`src/sv/dtpv_pkg.sv`:
```
`default_nettype none
package dtpv_pkg;

  localparam int unsigned MaxLineCharsDefault = 49;
  localparam int unsigned QueueDepth = 2;

  typedef struct packed {
    logic [7:0] char_code;
    logic       line_end;
  } dtpv_in_t;

  typedef struct packed {
    logic        date_valid;
    logic [4:0]  day;
    logic [3:0]  month;
    logic [15:0] year;
  } dtpv_out_t;

  // One classified character (or end-of-line marker) handed from front to back.
  typedef struct packed {
    logic       line_end;
    logic       is_digit;
    logic [3:0] digit;
    logic       is_slash;
    logic       is_blank;
    logic       is_lead;
    logic       is_nul;
  } dtpv_tok_t;

  localparam logic [7:0] ChSpace = 8'd32;
  localparam logic [7:0] ChTab   = 8'd9;
  localparam logic [7:0] ChLf    = 8'd10;
  localparam logic [7:0] ChCr    = 8'd13;
  localparam logic [7:0] ChSlash = 8'd47;
  localparam logic [7:0] ChZero  = 8'd48;
  localparam logic [7:0] ChNine  = 8'd57;
  localparam logic [7:0] ChNul   = 8'd0;

endpackage
`default_nettype wire

```
`src/sv/dtpv_front.sv`:
```
`default_nettype none
module dtpv_front
  import dtpv_pkg::*;
(
  input  wire logic      in_valid,
  input  wire dtpv_in_t  in_data,
  output logic           in_stall,
  input  wire logic      q_full,
  output logic           q_push,
  output dtpv_tok_t      q_tok
);

  logic [7:0] c;
  logic [7:0] c_off;

  assign c        = in_data.char_code;
  assign c_off    = c - ChZero;
  assign in_stall = q_full;
  assign q_push   = in_valid && !q_full;

  // Classify the byte; the back end only sees flags and the digit value.
  always_comb begin
    q_tok          = '0;
    q_tok.line_end = in_data.line_end;
    q_tok.is_digit = (c >= ChZero) && (c <= ChNine);
    q_tok.digit    = q_tok.is_digit ? c_off[3:0] : 4'd0;
    q_tok.is_slash = (c == ChSlash);
    q_tok.is_blank = (c == ChSpace) || (c == ChTab) || (c == ChCr);
    q_tok.is_lead  = (c == ChSpace) || ((c >= ChTab) && (c <= ChCr));
    q_tok.is_nul   = (c == ChNul);
  end

endmodule
`default_nettype wire

```
`src/sv/dtpv_queue.sv`:
```
`default_nettype none
module dtpv_queue
  import dtpv_pkg::*;
(
  input  wire logic      clk,
  input  wire logic      rst_n,
  input  wire logic      push,
  input  wire dtpv_tok_t push_tok,
  output logic           full,
  output logic           head_valid,
  output dtpv_tok_t      head_tok,
  input  wire logic      pop
);

  localparam int unsigned PtrW = $clog2(QueueDepth);
  localparam int unsigned CntW = $clog2(QueueDepth + 1);

  dtpv_tok_t         mem_r [QueueDepth];
  logic [PtrW-1:0]   wr_ptr_r, wr_ptr_nxt;
  logic [PtrW-1:0]   rd_ptr_r, rd_ptr_nxt;
  logic [CntW-1:0]   count_r, count_nxt;
  logic              do_pop;

  assign full       = (count_r == CntW'(QueueDepth));
  assign head_valid = (count_r != '0);
  assign head_tok   = mem_r[rd_ptr_r];
  assign do_pop     = pop && head_valid;

  always_comb begin
    wr_ptr_nxt = wr_ptr_r;
    rd_ptr_nxt = rd_ptr_r;
    count_nxt  = count_r;
    if (push) begin
      wr_ptr_nxt = (wr_ptr_r == PtrW'(QueueDepth - 1)) ? '0 : wr_ptr_r + 1'b1;
    end
    if (do_pop) begin
      rd_ptr_nxt = (rd_ptr_r == PtrW'(QueueDepth - 1)) ? '0 : rd_ptr_r + 1'b1;
    end
    if (push && !do_pop) begin
      count_nxt = count_r + 1'b1;
    end else if (!push && do_pop) begin
      count_nxt = count_r - 1'b1;
    end
  end

  always_ff @(posedge clk) begin
    if (!rst_n) begin
      wr_ptr_r <= '0;
      rd_ptr_r <= '0;
      count_r  <= '0;
    end else begin
      wr_ptr_r <= wr_ptr_nxt;
      rd_ptr_r <= rd_ptr_nxt;
      count_r  <= count_nxt;
    end
  end

  always_ff @(posedge clk) begin
    if (push) begin
      mem_r[wr_ptr_r] <= push_tok;
    end
  end

endmodule
`default_nettype wire

```
`src/sv/dtpv_back.sv`:
```
`default_nettype none
module dtpv_back
  import dtpv_pkg::*;
#(
  parameter int unsigned MAX_LINE_CHARS = MaxLineCharsDefault
) (
  input  wire logic      clk,
  input  wire logic      rst_n,
  input  wire logic      tok_valid,
  input  wire dtpv_tok_t tok,
  output logic           tok_pop,
  output logic           out_valid,
  output dtpv_out_t      out_data,
  input  wire logic      out_stall
);

  localparam int unsigned CntW = $clog2(MAX_LINE_CHARS + 1);

  typedef enum logic [5:0] {
    PH_SKIP  = 6'b000001,
    PH_DAY   = 6'b000010,
    PH_MONTH = 6'b000100,
    PH_YEAR  = 6'b001000,
    PH_TRAIL = 6'b010000,
    PH_ERR   = 6'b100000
  } phase_t;

  function automatic logic [4:0] month_len(input logic [6:0] m);
    logic [4:0] r;
    begin
      unique case (m)
        7'd4, 7'd6, 7'd9, 7'd11: r = 5'd30;
        7'd2:                    r = 5'd28;
        default:                 r = 5'd31;
      endcase
      return r;
    end
  endfunction

  function automatic logic [2:0] mod5(input logic [4:0] v);
    logic [4:0] r;
    begin
      priority if (v >= 5'd20) r = v - 5'd20;
      else if (v >= 5'd15)     r = v - 5'd15;
      else if (v >= 5'd10)     r = v - 5'd10;
      else if (v >= 5'd5)      r = v - 5'd5;
      else                     r = v;
      return r[2:0];
    end
  endfunction

  function automatic logic [6:0] small_accum(input logic [6:0] acc, input logic [3:0] d);
    logic [9:0] v;
    begin
      v = {acc, 3'b000} + {2'b00, acc, 1'b0} + {6'd0, d};
      return (v > 10'd99) ? 7'd99 : v[6:0];
    end
  endfunction

  phase_t          phase_r, phase_nxt;
  logic [6:0]      day_r, day_nxt;
  logic [6:0]      mon_r, mon_nxt;
  logic [15:0]     year_r, year_nxt;
  logic [4:0]      y25_r, y25_nxt;
  logic            yovf_r, yovf_nxt;
  logic            seen_r, seen_nxt;
  logic [CntW-1:0] cnt_r, cnt_nxt;
  logic            ended_r, ended_nxt;
  logic            out_valid_r, out_valid_nxt;
  dtpv_out_t       out_data_r, out_data_nxt;

  logic        out_free;
  logic        ok;
  logic        leap;
  logic [4:0]  lim;
  logic [19:0] year_ext;
  logic [5:0]  y25_step;
  phase_t      ph;

  assign out_free  = !out_valid_r || !out_stall;
  assign tok_pop   = tok_valid && (!tok.line_end || out_free);
  assign out_valid = out_valid_r;
  assign out_data  = out_data_r;

  assign year_ext = {1'b0, year_r, 3'b000} + {3'b000, year_r, 1'b0} + {16'd0, tok.digit};
  assign y25_step = 6'(mod5(y25_r)) * 6'd10 + {2'b00, tok.digit};

  // Leap test without dividers: mod 4 and mod 16 from the low bits, mod 25 kept on the side.
  assign leap = ((year_r[1:0] == 2'b00) && (y25_r != 5'd0)) ||
                ((year_r[3:0] == 4'b0000) && (y25_r == 5'd0));
  assign lim  = month_len(mon_r) + {4'd0, (mon_r == 7'd2) && leap};
  assign ok   = (((phase_r == PH_YEAR) && seen_r) || (phase_r == PH_TRAIL)) &&
                !yovf_r && (day_r != 7'd0) && (mon_r != 7'd0) && (year_r != 16'd0) &&
                (mon_r <= 7'd12) && (day_r <= {2'b00, lim});

  always_comb begin
    phase_nxt     = phase_r;
    day_nxt       = day_r;
    mon_nxt       = mon_r;
    year_nxt      = year_r;
    y25_nxt       = y25_r;
    yovf_nxt      = yovf_r;
    seen_nxt      = seen_r;
    cnt_nxt       = cnt_r;
    ended_nxt     = ended_r;
    out_valid_nxt = out_valid_r && out_stall;
    out_data_nxt  = out_data_r;
    ph            = phase_r;

    if (tok_pop) begin
      if (tok.line_end) begin
        if (phase_r != PH_SKIP) begin
          out_valid_nxt           = 1'b1;
          out_data_nxt.date_valid = ok;
          out_data_nxt.day        = ok ? day_r[4:0] : 5'd0;
          out_data_nxt.month      = ok ? mon_r[3:0] : 4'd0;
          out_data_nxt.year       = ok ? year_r : 16'd0;
        end
        phase_nxt = PH_SKIP;
        day_nxt   = '0;
        mon_nxt   = '0;
        year_nxt  = '0;
        y25_nxt   = '0;
        yovf_nxt  = 1'b0;
        seen_nxt  = 1'b0;
        cnt_nxt   = '0;
        ended_nxt = 1'b0;
      end else if (!((phase_r == PH_SKIP) && tok.is_lead)) begin
        if (phase_r == PH_SKIP) begin
          ph = PH_DAY;
        end
        phase_nxt = ph;
        if (cnt_r >= CntW'(MAX_LINE_CHARS)) begin
          phase_nxt = PH_ERR;
        end else begin
          cnt_nxt = cnt_r + 1'b1;
          if (!ended_r && (ph != PH_ERR)) begin
            if (tok.is_nul) begin
              ended_nxt = 1'b1;
            end else begin
              unique case (ph)
                PH_DAY, PH_MONTH: begin
                  if (tok.is_digit) begin
                    if (ph == PH_DAY) begin
                      day_nxt = small_accum(day_r, tok.digit);
                    end else begin
                      mon_nxt = small_accum(mon_r, tok.digit);
                    end
                    seen_nxt = 1'b1;
                  end else if (tok.is_slash && seen_r) begin
                    phase_nxt = (ph == PH_DAY) ? PH_MONTH : PH_YEAR;
                    seen_nxt  = 1'b0;
                  end else begin
                    phase_nxt = PH_ERR;
                  end
                end
                PH_YEAR: begin
                  if (tok.is_digit) begin
                    if (!yovf_r) begin
                      if (year_ext > 20'd65535) begin
                        yovf_nxt = 1'b1;
                        year_nxt = 16'hFFFF;
                      end else begin
                        year_nxt = year_ext[15:0];
                      end
                      y25_nxt = (y25_step >= 6'd25) ? 5'(y25_step - 6'd25) : y25_step[4:0];
                    end
                    seen_nxt = 1'b1;
                  end else if (tok.is_blank && seen_r) begin
                    phase_nxt = PH_TRAIL;
                  end else begin
                    phase_nxt = PH_ERR;
                  end
                end
                PH_TRAIL: begin
                  if (!tok.is_blank) begin
                    phase_nxt = PH_ERR;
                  end
                end
                default: begin
                  phase_nxt = PH_ERR;
                end
              endcase
            end
          end
        end
      end
    end
  end

  always_ff @(posedge clk) begin
    if (!rst_n) begin
      phase_r     <= PH_SKIP;
      day_r       <= '0;
      mon_r       <= '0;
      year_r      <= '0;
      y25_r       <= '0;
      yovf_r      <= 1'b0;
      seen_r      <= 1'b0;
      cnt_r       <= '0;
      ended_r     <= 1'b0;
      out_valid_r <= 1'b0;
    end else begin
      phase_r     <= phase_nxt;
      day_r       <= day_nxt;
      mon_r       <= mon_nxt;
      year_r      <= year_nxt;
      y25_r       <= y25_nxt;
      yovf_r      <= yovf_nxt;
      seen_r      <= seen_nxt;
      cnt_r       <= cnt_nxt;
      ended_r     <= ended_nxt;
      out_valid_r <= out_valid_nxt;
    end
  end

  always_ff @(posedge clk) begin
    out_data_r <= out_data_nxt;
  end

endmodule
`default_nettype wire

```
`src/sv/date_text_parse_validate_core.sv`:
```
`default_nettype none
// Channel  Direction  Beat                          Handshake
// in_      input      dtpv_in_t  (char, line_end)   in_valid / in_stall
// out_     output     dtpv_out_t (valid, d/m/y)     out_valid / out_stall
//
// One beat a cycle sustained while no result waits: the front end classifies
// a character into a two-entry queue and the back end takes one queued beat a
// cycle. A result is registered as its line_end beat leaves the queue, held
// until taken. Reset is synchronous, active low, and leaves the parser
// skipping blanks. A waiting result holds a line_end beat at the queue head;
// the input stalls once both entries are full.
module date_text_parse_validate_core
  import dtpv_pkg::*;
#(
  parameter int unsigned MAX_LINE_CHARS = MaxLineCharsDefault
) (
  input  wire logic      clk,
  input  wire logic      rst_n,
  input  wire logic      in_valid,
  input  wire dtpv_in_t  in_data,
  output logic           in_stall,
  output logic           out_valid,
  output dtpv_out_t      out_data,
  input  wire logic      out_stall
);

  logic      q_full;
  logic      q_push;
  dtpv_tok_t q_in_tok;
  logic      q_head_valid;
  dtpv_tok_t q_head_tok;
  logic      q_pop;

  // Classify each beat and hand it to the queue.
  dtpv_front u_front (
    .in_valid (in_valid),
    .in_data  (in_data),
    .in_stall (in_stall),
    .q_full   (q_full),
    .q_push   (q_push),
    .q_tok    (q_in_tok)
  );

  // Decouple the front end from a stalled output.
  dtpv_queue u_queue (
    .clk        (clk),
    .rst_n      (rst_n),
    .push       (q_push),
    .push_tok   (q_in_tok),
    .full       (q_full),
    .head_valid (q_head_valid),
    .head_tok   (q_head_tok),
    .pop        (q_pop)
  );

  // Parse, validate the calendar date and register the result.
  dtpv_back #(
    .MAX_LINE_CHARS (MAX_LINE_CHARS)
  ) u_back (
    .clk       (clk),
    .rst_n     (rst_n),
    .tok_valid (q_head_valid),
    .tok       (q_head_tok),
    .tok_pop   (q_pop),
    .out_valid (out_valid),
    .out_data  (out_data),
    .out_stall (out_stall)
  );

endmodule
`default_nettype wire

```
`config.mk`:
```
export PLATFORM = sky130hd
export DESIGN_NAME = date_text_parse_validate_core
export DESIGN_NICKNAME = d
export VERILOG_FILES = /design/src/sv/dtpv_pkg.sv /design/src/sv/dtpv_front.sv /design/src/sv/dtpv_queue.sv /design/src/sv/dtpv_back.sv /design/src/sv/date_text_parse_validate_core.sv
export SDC_FILE = /design/constraint.sdc
export NUM_CORES = 1
export LEC_CHECK = 0
export BUFFER_PORTS_ARGS = -buffer_cell sky130_fd_sc_hd__buf_2
export CORE_UTILIZATION = 45
export DETAILED_ROUTE_END_ITERATION = 8
export PLACE_DENSITY_LB_ADDON = 0.3
export SYNTH_ARGS = -nofsm -noshare
export SYNTH_HDL_FRONTEND = slang
export SYNTH_HIERARCHICAL = 1
export SYNTH_SLANG_ARGS = --single-unit
```
`constraint.sdc`:
```
create_clock -name clk -period 5.1 [get_ports clk]
set_clock_uncertainty 0.05 [all_clocks]
set_input_delay 0.255 -clock clk [delete_from_list [all_inputs] [get_ports clk]]
set_output_delay 0.255 -clock clk [all_outputs]
set_load 0.01 [all_outputs]
```
==> flow_summary_export.csv, run 1 <==
group,metric,value,unit
outcome,outcome,"complete, no violations",
critical_path,crit_required,5.31,ns
clock_network,holdBufCountCts,0,
yosys,synth_edf_count,46,
floorplan,die-area,16400,µm²
route,wl_per_cell,15.4,µm
grt,grt_pass1_wl,25.6,mm
timing,fin_crit,4.29,ns
critical_path,criticalPathCategory,"reg2reg",
yosys,seq_area_frac_synth,35.0,%
final_layout,insertedDiodeCount,0,
final_layout,fin_cells,1007,
yosys,ys_warn_count,6,
clock_network,clockBufferDepth,2,
yosys,yosys-mux-area-fraction,2.14,%
floorplan,die_x,128,µm
clock_network,cts-buffers-inserted,9,
yosys,syn_area,7150,µm²
place,pre_cts_ws,0.821,ns
yosys,yosys.area.top_type,"edfxtp_1",
final_layout,nNetsFinal,894,
yosys,synth-adder-area-share,16.5,%
route,ant_nets,0,
power,vdd_drop_max,0.208,mV
critical_path,rrSetupSlack,0.81,ns
yosys,synth_compound_area_share,19.2,%
clock_network,cts_tree,"built",
timing,hold_violations,0,
clock_network,cts.sinks,102,
min_path,min_path_type,"in2reg",
timing,rsz0062_at_grt,"no",
timing,tns,0,ns
grt,grt_overflow,0,
clock_network,ctsResizeCount,0,
flow_run,drv_cap,0,
critical_path,r2r_end,"u_back/y25_r[2]$_SDFFE_PN0P_",
critical_path,cp.arrival,4.50,ns
timing,worst_pin_slew,1.05,ns
floorplan,row_count,45,
route,drcViolationCount,0,
timing,setup_viol,0,
min_path,holdPathStages,1,
yosys,synthSimpleGateAreaFrac,19.8,%
yosys,synth_top_family_by_area,"simple AND/OR/NAND/NOR gates",
grt,grt_max_degree,29,
place,hpwl,11.5,mm
critical_path,end_kind,"register",
route,wirelength,15.5,mm
floorplan,start_util,46.5,%
yosys,synth_flop_cell,"dfxtp_1",
min_path,hold_start,"in_data[0]",
min_path,holdPathEnd,"u_queue/mem_r[0][9]$_DFFE_PP_",
critical_path,start_kind,"register",
place,place_area,7500,µm²
route,firstDrtPassIters,5,
floorplan,die_y,128,µm
grt,grt_pass1_vias,5188,
critical_path,r2r_start,"u_back/y25_r[1]$_SDFFE_PN0P_",
place,io_buffer_count,40,
grt,grt_usage,19.9,%
timing,post-route-period-util,84.2,%
yosys,synth-async-reset-ratio,0,%
route,vias,5651,
route,drt_iter0_drc,319,
place,dp.cells,991,
yosys,synth.avg_cell_area,9.39,µm²
clock_network,clk_latency,0.36,ns
yosys,synth_cells,761,
critical_path,path_max_fanout,8,
timing,fin_ws,0.806,ns
yosys,synth_cell_types,75,
grt,antenna_found_initial,0,
clock_network,cts_setup_buffers,0,
clock_network,clk_pin_slew,0.07,ns
power,p_per_area,344,nW/µm²
yosys,synth_xor_area_share,3.31,%
final_layout,final_layout_size_suffix_gt1_share,11.4,%
clock_network,root_buffer,"clkbuf_16",
yosys,synth_nets,864,
yosys,synth_area_leaders,"edfxtp_1, dfxtp_1, ha_1, a21oi_1, o21ai_0",
final_layout,fillers,1423,
final_layout,area_growth,8.77,%
route,avgViaCountPerCell,5.61,
critical_path,reg2regPathDepth,17,
yosys,synth_top_cell_area_share,19.3,%
final_layout,final_area,7770,µm²
floorplan,io_pins,41,
floorplan,core,15400,µm²
power,p_leak,3.32,nW
clock_network,cts_max_level,3,
yosys,ys_ff_latch,102,
timing,slew_violations,0,
place,routabilityCongestion,0.850,
timing,max_slew_margin,29.9,%
timing,max_freq,233,MHz
## worst max-delay path, cell delays in order, from the launching register on
cell,delay (ns)
dfxtp_1,0.43
inv_1,0.16
ha_1,0.22
a22o_1,0.24
or4_1,0.44
inv_1,0.07
o21ai_0,0.09
nand2_1,0.15
xnor2_1,0.08
ha_1,0.33
ha_1,0.29
nor2b_1,0.13
o21ai_0,0.18
xor2_1,0.20
a21bo_2,0.24
mux2i_1,0.47
o21ai_0,0.15
a32o_1,0.27
## area by class of cell
type                    instances  area, µm²  share of cell area [%]
multi-input cells             595       4370                    56.2
flip-flops and latches        102       2500                    32.2
well taps                     211        264                    3.40
clock buffers                  10        229                    2.95
repair buffers                 42        215                    2.77
inverters                      41        154                    1.98
clock inverters                 6       43.8                   0.563
## logic make-up after synthesis
family          count (synthesis)
simple gates                  255
compound gates                208
flops                         102
fa+ha+maj                      90
buf+inv                        64
xor+xnor                       27
mux                            14
other cells                     1
## power breakdown
group,leakage (nW),switching (W),total (W),internal [W]
logic,2.29,0.000618,0.000986,0.000368
clock network,0.134,0.000311,0.000646,0.000335
registers,0.896,0.0000914,0.00104,0.000952
## sequential cells by signal (all words and copies together), names as in the netlist, named ones only
name              cells
u_queue/mem_r        20
u_back/day_r          7
u_back/cnt_r          6
u_queue/rd_ptr_r      1
u_back/phase_r        6
u_back/mon_r          7
u_queue/count_r       2
u_back/out_valid      1
u_back/y25_r          5
u_back/ended_r        1
u_back/seen_r         1
u_queue/wr_ptr_r      1
u_back/out_data      26
u_back/yovf_r         1
u_back/year_r        16
## cells in the final DEF, fill, tap and decap left out, types with 7 or more instances in the layout
master,count
a21o_1,11
a21oi_1,56
and2_1,35
and3_1,7
buf_2,40
clkbuf_16,9
dfxtp_1,56
edfxtp_1,46
fa_1,7
ha_1,83
inv_1,40
mux2_2,10
nand2_1,50
nand2b_1,8
nand3_1,22
nor2_1,46
nor2b_1,10
nor3_1,17
nor4_1,11
o211ai_1,8
o21a_1,10
o21ai_0,51
o31ai_1,9
or2_2,8
xnor2_1,11
xor2_1,16
## how the worst max path moves through the flow
| stage | from | to | slack (ns) |
|---|---|---|---|
| final | u_back/y25_r[1]$_SDFFE_PN0P_ | u_back/y25_r[2]$_SDFFE_PN0P_ | 0.81 |
| after global routing | u_back/y25_r[1]$_SDFFE_PN0P_ | u_back/y25_r[2]$_SDFFE_PN0P_ | 0.35 |
| after floorplan | u_back/y25_r[1]$_SDFFE_PN0P_ | u_back/y25_r[2]$_SDFFE_PN0P_ | 1.21 |
| after detailed placement | u_back/y25_r[1]$_SDFFE_PN0P_ | u_back/y25_r[2]$_SDFFE_PN0P_ | 0.82 |
| after global placement | u_back/y25_r[1]$_SDFFE_PN0P_ | u_back/y25_r[2]$_SDFFE_PN0P_ | 0.89 |
| after CTS | u_back/y25_r[1]$_SDFFE_PN0P_ | u_back/y25_r[2]$_SDFFE_PN0P_ | 0.82 |
## per-stage QoR
step | util [%] | power, W | hold WS (ns)
after floorplan | - | 0.00180 | 0.323
after CTS | 50.6 | 0.00269 | 0.0255
after global routing | 50.6 | 0.00287 | 0.0221
after detailed placement | 48.8 | 0.00204 | 0.397
final | 50.6 | 0.00268 | 0.0370
after global placement | 48.8 | 0.00204 | 0.404
## synthesized netlist by cell type (4+ instances only)
| cell type | instances |
|---|---|
| nor2b_1 | 10 |
| mux2_2 | 10 |
| a22oi_1 | 4 |
| nor3_1 | 17 |
| o211ai_1 | 8 |
| o31ai_1 | 9 |
| xnor2_1 | 11 |
| nand3_1 | 22 |
| and2_1 | 35 |
| buf_4 | 4 |
| dfxtp_1 | 56 |
| buf_2 | 9 |
| o22ai_1 | 6 |
| inv_1 | 40 |
| or3_1 | 4 |
| o41ai_1 | 4 |
| and3_1 | 7 |
| a21o_1 | 11 |
| o21ai_0 | 51 |
| a21oi_1 | 56 |
| clkbuf_1 | 8 |
| or2_2 | 8 |
| nor4b_2 | 4 |
| mux2i_1 | 4 |
| nor4_1 | 11 |
| nand4_1 | 5 |
| ha_1 | 83 |
| a22o_1 | 6 |
| o21a_1 | 10 |
| nor2_1 | 47 |
| a31oi_1 | 6 |
| fa_1 | 7 |
| xor2_1 | 16 |
| nand2_1 | 50 |
| nand2b_1 | 8 |
| edfxtp_1 | 46 |
| a221o_1 | 6 |
| nor3b_1 | 5 |
## routing by layer
metal,vias up,wire (µm),global-route usage (%)
met2,116,7320,33.2
met5,-,0,0
met1,2639,7320,26.2
li1,2881,-,-
met4,0,189,4.98
met3,15,649,4.01
No activity file was read; power rests on OpenSTA's default activity.
==> run 2, diff against run 1 <==
- clock period: 5.1 -> 4.33 ns (I/O delays scaled with it)
==> run 2 against run 1 <==
  * Register-to-register slack worse by 0.47 ns
  * Combinational power is 22% higher
  * Sequential share of layout area is 0.39 points lower
  * First-iteration DRC count is 10% lower
  * Total power is 20% higher
  * Largest cell class unchanged
  * Highest routed layer unchanged
==> flow_summary_export.csv, run 2 (synthesis results as in run 1) <==
group,metric,value,unit
route,drcViolationCount,0,
critical_path,criticalPathCategory,"reg2reg",
critical_path,r2r_start,"u_back/y25_r[1]$_SDFFE_PN0P_",
timing,slew_violations,0,
timing,worst_pin_slew,0.948,ns
clock_network,cts_tree,"built",
timing,tns,0,ns
floorplan,row_count,45,
final_layout,fin_cells,1016,
place,hpwl,11.5,mm
route,vias,5671,
timing,max_freq,250,MHz
clock_network,cts_setup_buffers,0,
power,p_per_area,408,nW/µm²
floorplan,io_pins,41,
critical_path,crit_slowest_cell,"o311ai_4",
clock_network,clk_latency,0.34,ns
critical_path,r2r_end,"u_back/y25_r[2]$_SDFFE_PN0P_",
critical_path,reg2regPathDepth,15,
final_layout,largest_reg_flops,26,
clock_network,clk_pin_slew,0.07,ns
critical_path,cp_num_buf_inv,3,
critical_path,start_kind,"register",
clock_network,root_buffer,"clkbuf_16",
route,avgViaCountPerCell,5.58,
timing,post-route-period-util,92.3,%
clock_network,clockBufferDepth,2,
clock_network,cts-buffers-inserted,9,
timing,hold_violations,0,
floorplan,die-area,16400,µm²
route,drt_iter0_drc,287,
clock_network,cts.sinks,102,
place,io_buffer_count,40,
critical_path,endpoint,"u_back/y25_r[2]$_SDFFE_PN0P_",
critical_path,cp_cell_sequence,"buf_4 > ha_1 > a22o_1 > a21oi_1 > inv_1 > o311ai_4 > inv_1 > ha_1 > ha_1 > xnor2_1 > o21a_1 > a21bo_2 > mux2i_4 > or3_1 > a32o_1",
grt,grt_overflow,0,
critical_path,path_max_fanout,8,
power,p_leak,3.36,nW
final_layout,final_common_cell,"ha_1",
final_layout,final_cell_mix,"ha_1, a21oi_1, dfxtp_1",
critical_path,crit_required,4.52,ns
route,wl_per_cell,15.1,µm
final_layout,area_growth,10.2,%
grt,grt_pass1_wl,25.5,mm
place,dp.cells,1000,
grt,grt_max_degree,29,
floorplan,core,15400,µm²
final_layout,insertedDiodeCount,0,
final_layout,final_layout_size_suffix_gt1_share,12.4,%
critical_path,end_kind,"register",
floorplan,die_y,128,µm
min_path,min_path_type,"in2reg",
power,vdd_drop_max,0.298,mV
floorplan,die_x,128,µm
grt,grt_usage,19.5,%
grt,grt_pass1_vias,5223,
timing,fin_crit,4.00,ns
clock_network,cts_max_level,3,
critical_path,rrSetupSlack,0.33,ns
outcome,outcome,"complete, no violations",
flow_run,drv_cap,0,
route,ant_nets,0,
critical_path,cpMostUsedCell,"ha_1",
route,wirelength,15.4,mm
critical_path,max_stage_delay,0.39,ns
floorplan,start_util,46.5,%
timing,rsz0062_at_grt,"no",
place,routabilityCongestion,0.862,
timing,setup_viol,0,
timing,max_slew_margin,36.7,%
route,firstDrtPassIters,4,
grt,antenna_found_initial,0,
critical_path,crit_start,"u_back/y25_r[1]$_SDFFE_PN0P_",
critical_path,crit_cells,15,
critical_path,critical_path.top_delay_family,"compound AO/OA/AOI/OAI gates",
critical_path,cp.arrival,4.19,ns
final_layout,nNetsFinal,903,
==> run 2: routing by layer <==
layer / vias to the layer above / share of wire [%] / wire [µm] / GRT usage, %
li1: 2904 / - / - / -
met3: 11 / 3.4 / 518 / 3.34
met2: 96 / 47 / 7210 / 32.8
met4: 0 / 1.2 / 182 / 4.50
met1: 2660 / 49 / 7450 / 26.1
met5: - / 0 / 0 / 0
==> run 2: per-stage QoR <==
| step | setup WS (ns) | hold WS, ns | instance area, µm² | utilization, % | power (W) |
|---|---|---|---|---|---|
| 2_1_floorplan | 0.438 | 0.284 | 7150 | - | 0.00212 |
| 3_3_place_gp | 0.245 | 0.365 | 7570 | 49.2 | 0.00242 |
| 3_5_place_dp | 0.177 | 0.370 | 7570 | 49.2 | 0.00243 |
| 4_1_cts | 0.147 | 0.0111 | 7860 | 51.1 | 0.00323 |
| 5_1_grt | 0.0693 | 0.0128 | 7870 | 51.2 | 0.00343 |
| 6_report | 0.332 | 0.0211 | 7870 | 51.2 | 0.00322 |
==> run 2: worst min-delay path by stage <==
stage | depth (start not counted) | start | to | slack [ns]
floorplan | 1 | rst_n | u_queue/wr_ptr_r$_SDFFE_PN0P_ | 0.28
global placement | 1 | in_data[0] | u_queue/mem_r[1][9]$_DFFE_PP_ | 0.36
detailed placement | 1 | in_data[0] | u_queue/mem_r[1][9]$_DFFE_PP_ | 0.37
CTS | 1 | in_data[0] | u_queue/mem_r[1][9]$_DFFE_PP_ | 0.01
global route | 1 | in_data[0] | u_queue/mem_r[1][9]$_DFFE_PP_ | 0.01
finish | 1 | in_data[0] | u_queue/mem_r[0][9]$_DFFE_PP_ | 0.02
==> run 2: area by class of cell <==
class                           count  area [µm²]
Clock buffer                       11         233
Clock inverter                      5        58.8
Fill cell                        1462        7500
Inverter                           41         154
Multi-Input combinational cell    595        4380
Sequential cell                   102        2500
Tap cell                          211         264
Timing Repair Buffer               51         283
==> run 2: report_power, final <==
part	switching [W]	internal, W
logic	0.000749	0.000452
clock network	0.000349	0.000450
registers	0.0000923	0.00112
total	0.00119	0.00202
==> run 2: what timing repair did <==
item,CTS,global route
hold endpoints to repair,0,0
hold buffers,0,0
endpoints found under the setup margin,0,5
gates resized for setup,0,3
==> run 3, diff against run 2 <==
- PLACE_DENSITY: unset -> 0.62
- PLACE_DENSITY_LB_ADDON: 0.3 -> unset
==> run 3 against run 2 <==
  * Cell area rose by 0.46%
  * Critical path depth stayed put
  * Die area did not move
  * First-iteration DRC count rose by 18%
  * Core utilization rose by 0.24 points
  * Cell count is 0.20% lower
  * Routed wire length up 9.3%
  * Register-to-register slack worse by 0.03 ns
  * Global-route usage is 2.0 points higher
  * Critical path type unchanged
==> flow_summary_export.csv, run 3 (synthesis results as in run 1) <==
group,metric,value,unit
timing,tns,0,ns
power,pwr-share-seq,36.5,%
power,p_leak,3.38,nW
floorplan,core,15400,µm²
grt,grt_usage,21.5,%
grt,grt_max_degree,29,
final_layout,area_growth,10.7,%
clock_network,clk_pin_slew,0.07,ns
route,drcViolationCount,0,
flow_run,drv_cap,0,
floorplan,die_x,128,µm
timing,worst_pin_slew,0.952,ns
final_layout,largest_reg_flops,26,
critical_path,cp.arrival,4.21,ns
critical_path,path_max_fanout,10,
critical_path,start_kind,"register",
timing,setup_viol,0,
route,avgViaCountPerCell,5.84,
clock_network,clk_latency,0.36,ns
place,io_buffer_count,40,
timing,slew_violations,0,
clock_network,cts_tree,"built",
clock_network,clockBufferDepth,2,
power,p_per_area,421,nW/µm²
power,vdd_drop_max,0.316,mV
place,routabilityCongestion,0.876,
timing,max_freq,248,MHz
final_layout,final_cell_mix,"ha_1, a21oi_1, dfxtp_1",
final_layout,final_area,7910,µm²
clock_network,cts-buffers-inserted,9,
route,wl_per_cell,16.6,µm
floorplan,die_y,128,µm
power,p_switching,0.00125,W
power,internal_power,0.00208,W
floorplan,die-area,16400,µm²
timing,fin_crit,4.03,ns
critical_path,end_kind,"register",
power,power_frac_comb,36.8,%
floorplan,start_util,46.5,%
floorplan,io_pins,41,
place,hpwl,12.6,mm
final_layout,multi_input_comb_area,4390,µm²
grt,antenna_found_initial,0,
power,switching_share,37.4,%
power,clockPowerShare,26.8,%
clock_network,cts_max_level,3,
floorplan,row_count,45,
place,place_area,7550,µm²
outcome,outcome,"complete, no violations",
timing,post-route-period-util,93.0,%
min_path,min_path_type,"in2reg",
final_layout,nNetsFinal,901,
final_layout,fillers,1410,
route,ant_nets,0,
grt,grt_overflow,0,
timing,rsz0062_at_grt,"no",
final_layout,insertedDiodeCount,0,
grt,grt_pass1_vias,5638,
timing,hold_violations,0,
timing,max_slew_margin,36.4,%
final_layout,final_layout_size_suffix_gt1_share,12.8,%
route,drt_iter0_drc,339,
critical_path,criticalPathCategory,"reg2reg",
clock_network,cts.sinks,102,
route,wirelength,16.8,mm
final_layout,seq_area,2500,µm²
clock_network,root_buffer,"clkbuf_16",
critical_path,reg2regPathDepth,15,
route,vias,5922,
min_path,holdPathStages,3,
critical_path,crit_required,4.52,ns
grt,grt_pass1_wl,27.8,mm
final_layout,final_common_cell,"ha_1",
clock_network,cts_setup_buffers,0,
route,firstDrtPassIters,4,
==> run 3: critical path: stages (launching register included) <==
cell and delay, ns:
dfxtp_1 0.44, ha_1 0.30, a22o_1 0.27, a21oi_2 0.23, inv_1 0.10, o311ai_4 0.38, inv_1 0.08, ha_1 0.31
ha_1 0.33, a21oi_1 0.16, nand2_1 0.08, xor2_1 0.27, a21bo_2 0.21, mux2i_4 0.10, or3_1 0.33, a32o_1 0.24
==> run 3: final timing paths <==
| check | startpoint | end | slack [ns] |
|---|---|---|---|
| hold reg to reg | u_back/out_valid$_SDFF_PN0_ | u_back/out_valid$_SDFF_PN0_ | 0.47 |
| setup / recovery | u_back/y25_r[0]$_SDFFE_PN0P_ | u_back/y25_r[2]$_SDFFE_PN0P_ | 0.30 |
| setup reg to reg | u_back/y25_r[0]$_SDFFE_PN0P_ | u_back/y25_r[2]$_SDFFE_PN0P_ | 0.30 |
| hold / removal | out_stall | u_back/out_valid$_SDFF_PN0_ | 0.06 |
==> run 3: per-stage QoR <==
stage	hold slack [ns]	power (W)	setup WS (ns)	std cells	util, %
final	0.0562	0.00333	0.305	1014	51.5
after global routing	0.0906	0.00356	0.00562	1014	51.5
after CTS	0.0528	0.00335	0.0870	1014	51.3
after detailed placement	0.370	0.00244	0.0169	997	49.1
after global placement	0.368	0.00239	0.145	997	49.1
after floorplan	0.284	0.00212	0.438	761	-
==> run 3: power groups by stage <==
stage                     logic (W)  clock network [W]  registers [W]
final                       0.00122           0.000892        0.00121
after global routing        0.00137           0.000954        0.00123
after CTS                   0.00121           0.000915        0.00122
after detailed placement    0.00120                  0        0.00124
after global placement      0.00116                  0        0.00123
after floorplan            0.000906                  0        0.00122
==> run 3: area by class of cell <==
type                    count  area share (%)
inverters                  41            1.95
flip-flops and latches    102            31.7
repair buffers             49            3.42
clock buffers               9            2.85
well taps                 211            3.34
multi-input cells         595            55.5
clock inverters             7            1.30
==> run 3: per-layer routing <==
metal	GRT usage [%]	share of wire [%]	vias up
met5	0	0	-
met4	7.89	2.3	0
met3	3.46	4.4	27
met2	36.5	49	148
met1	27.6	45	2846
li1	-	-	2901
==> run 3: repair_timing <==
| action | CTS | global route |
|---|---|---|
| gates resized for setup | 1 | 5 |
| endpoints found under the hold margin | 2 | 0 |
| setup endpoints to repair | 1 | 5 |
| hold buffers | 1 | 0 |
| cloned | 0 | 0 |
| pin swaps | 0 | 0 |
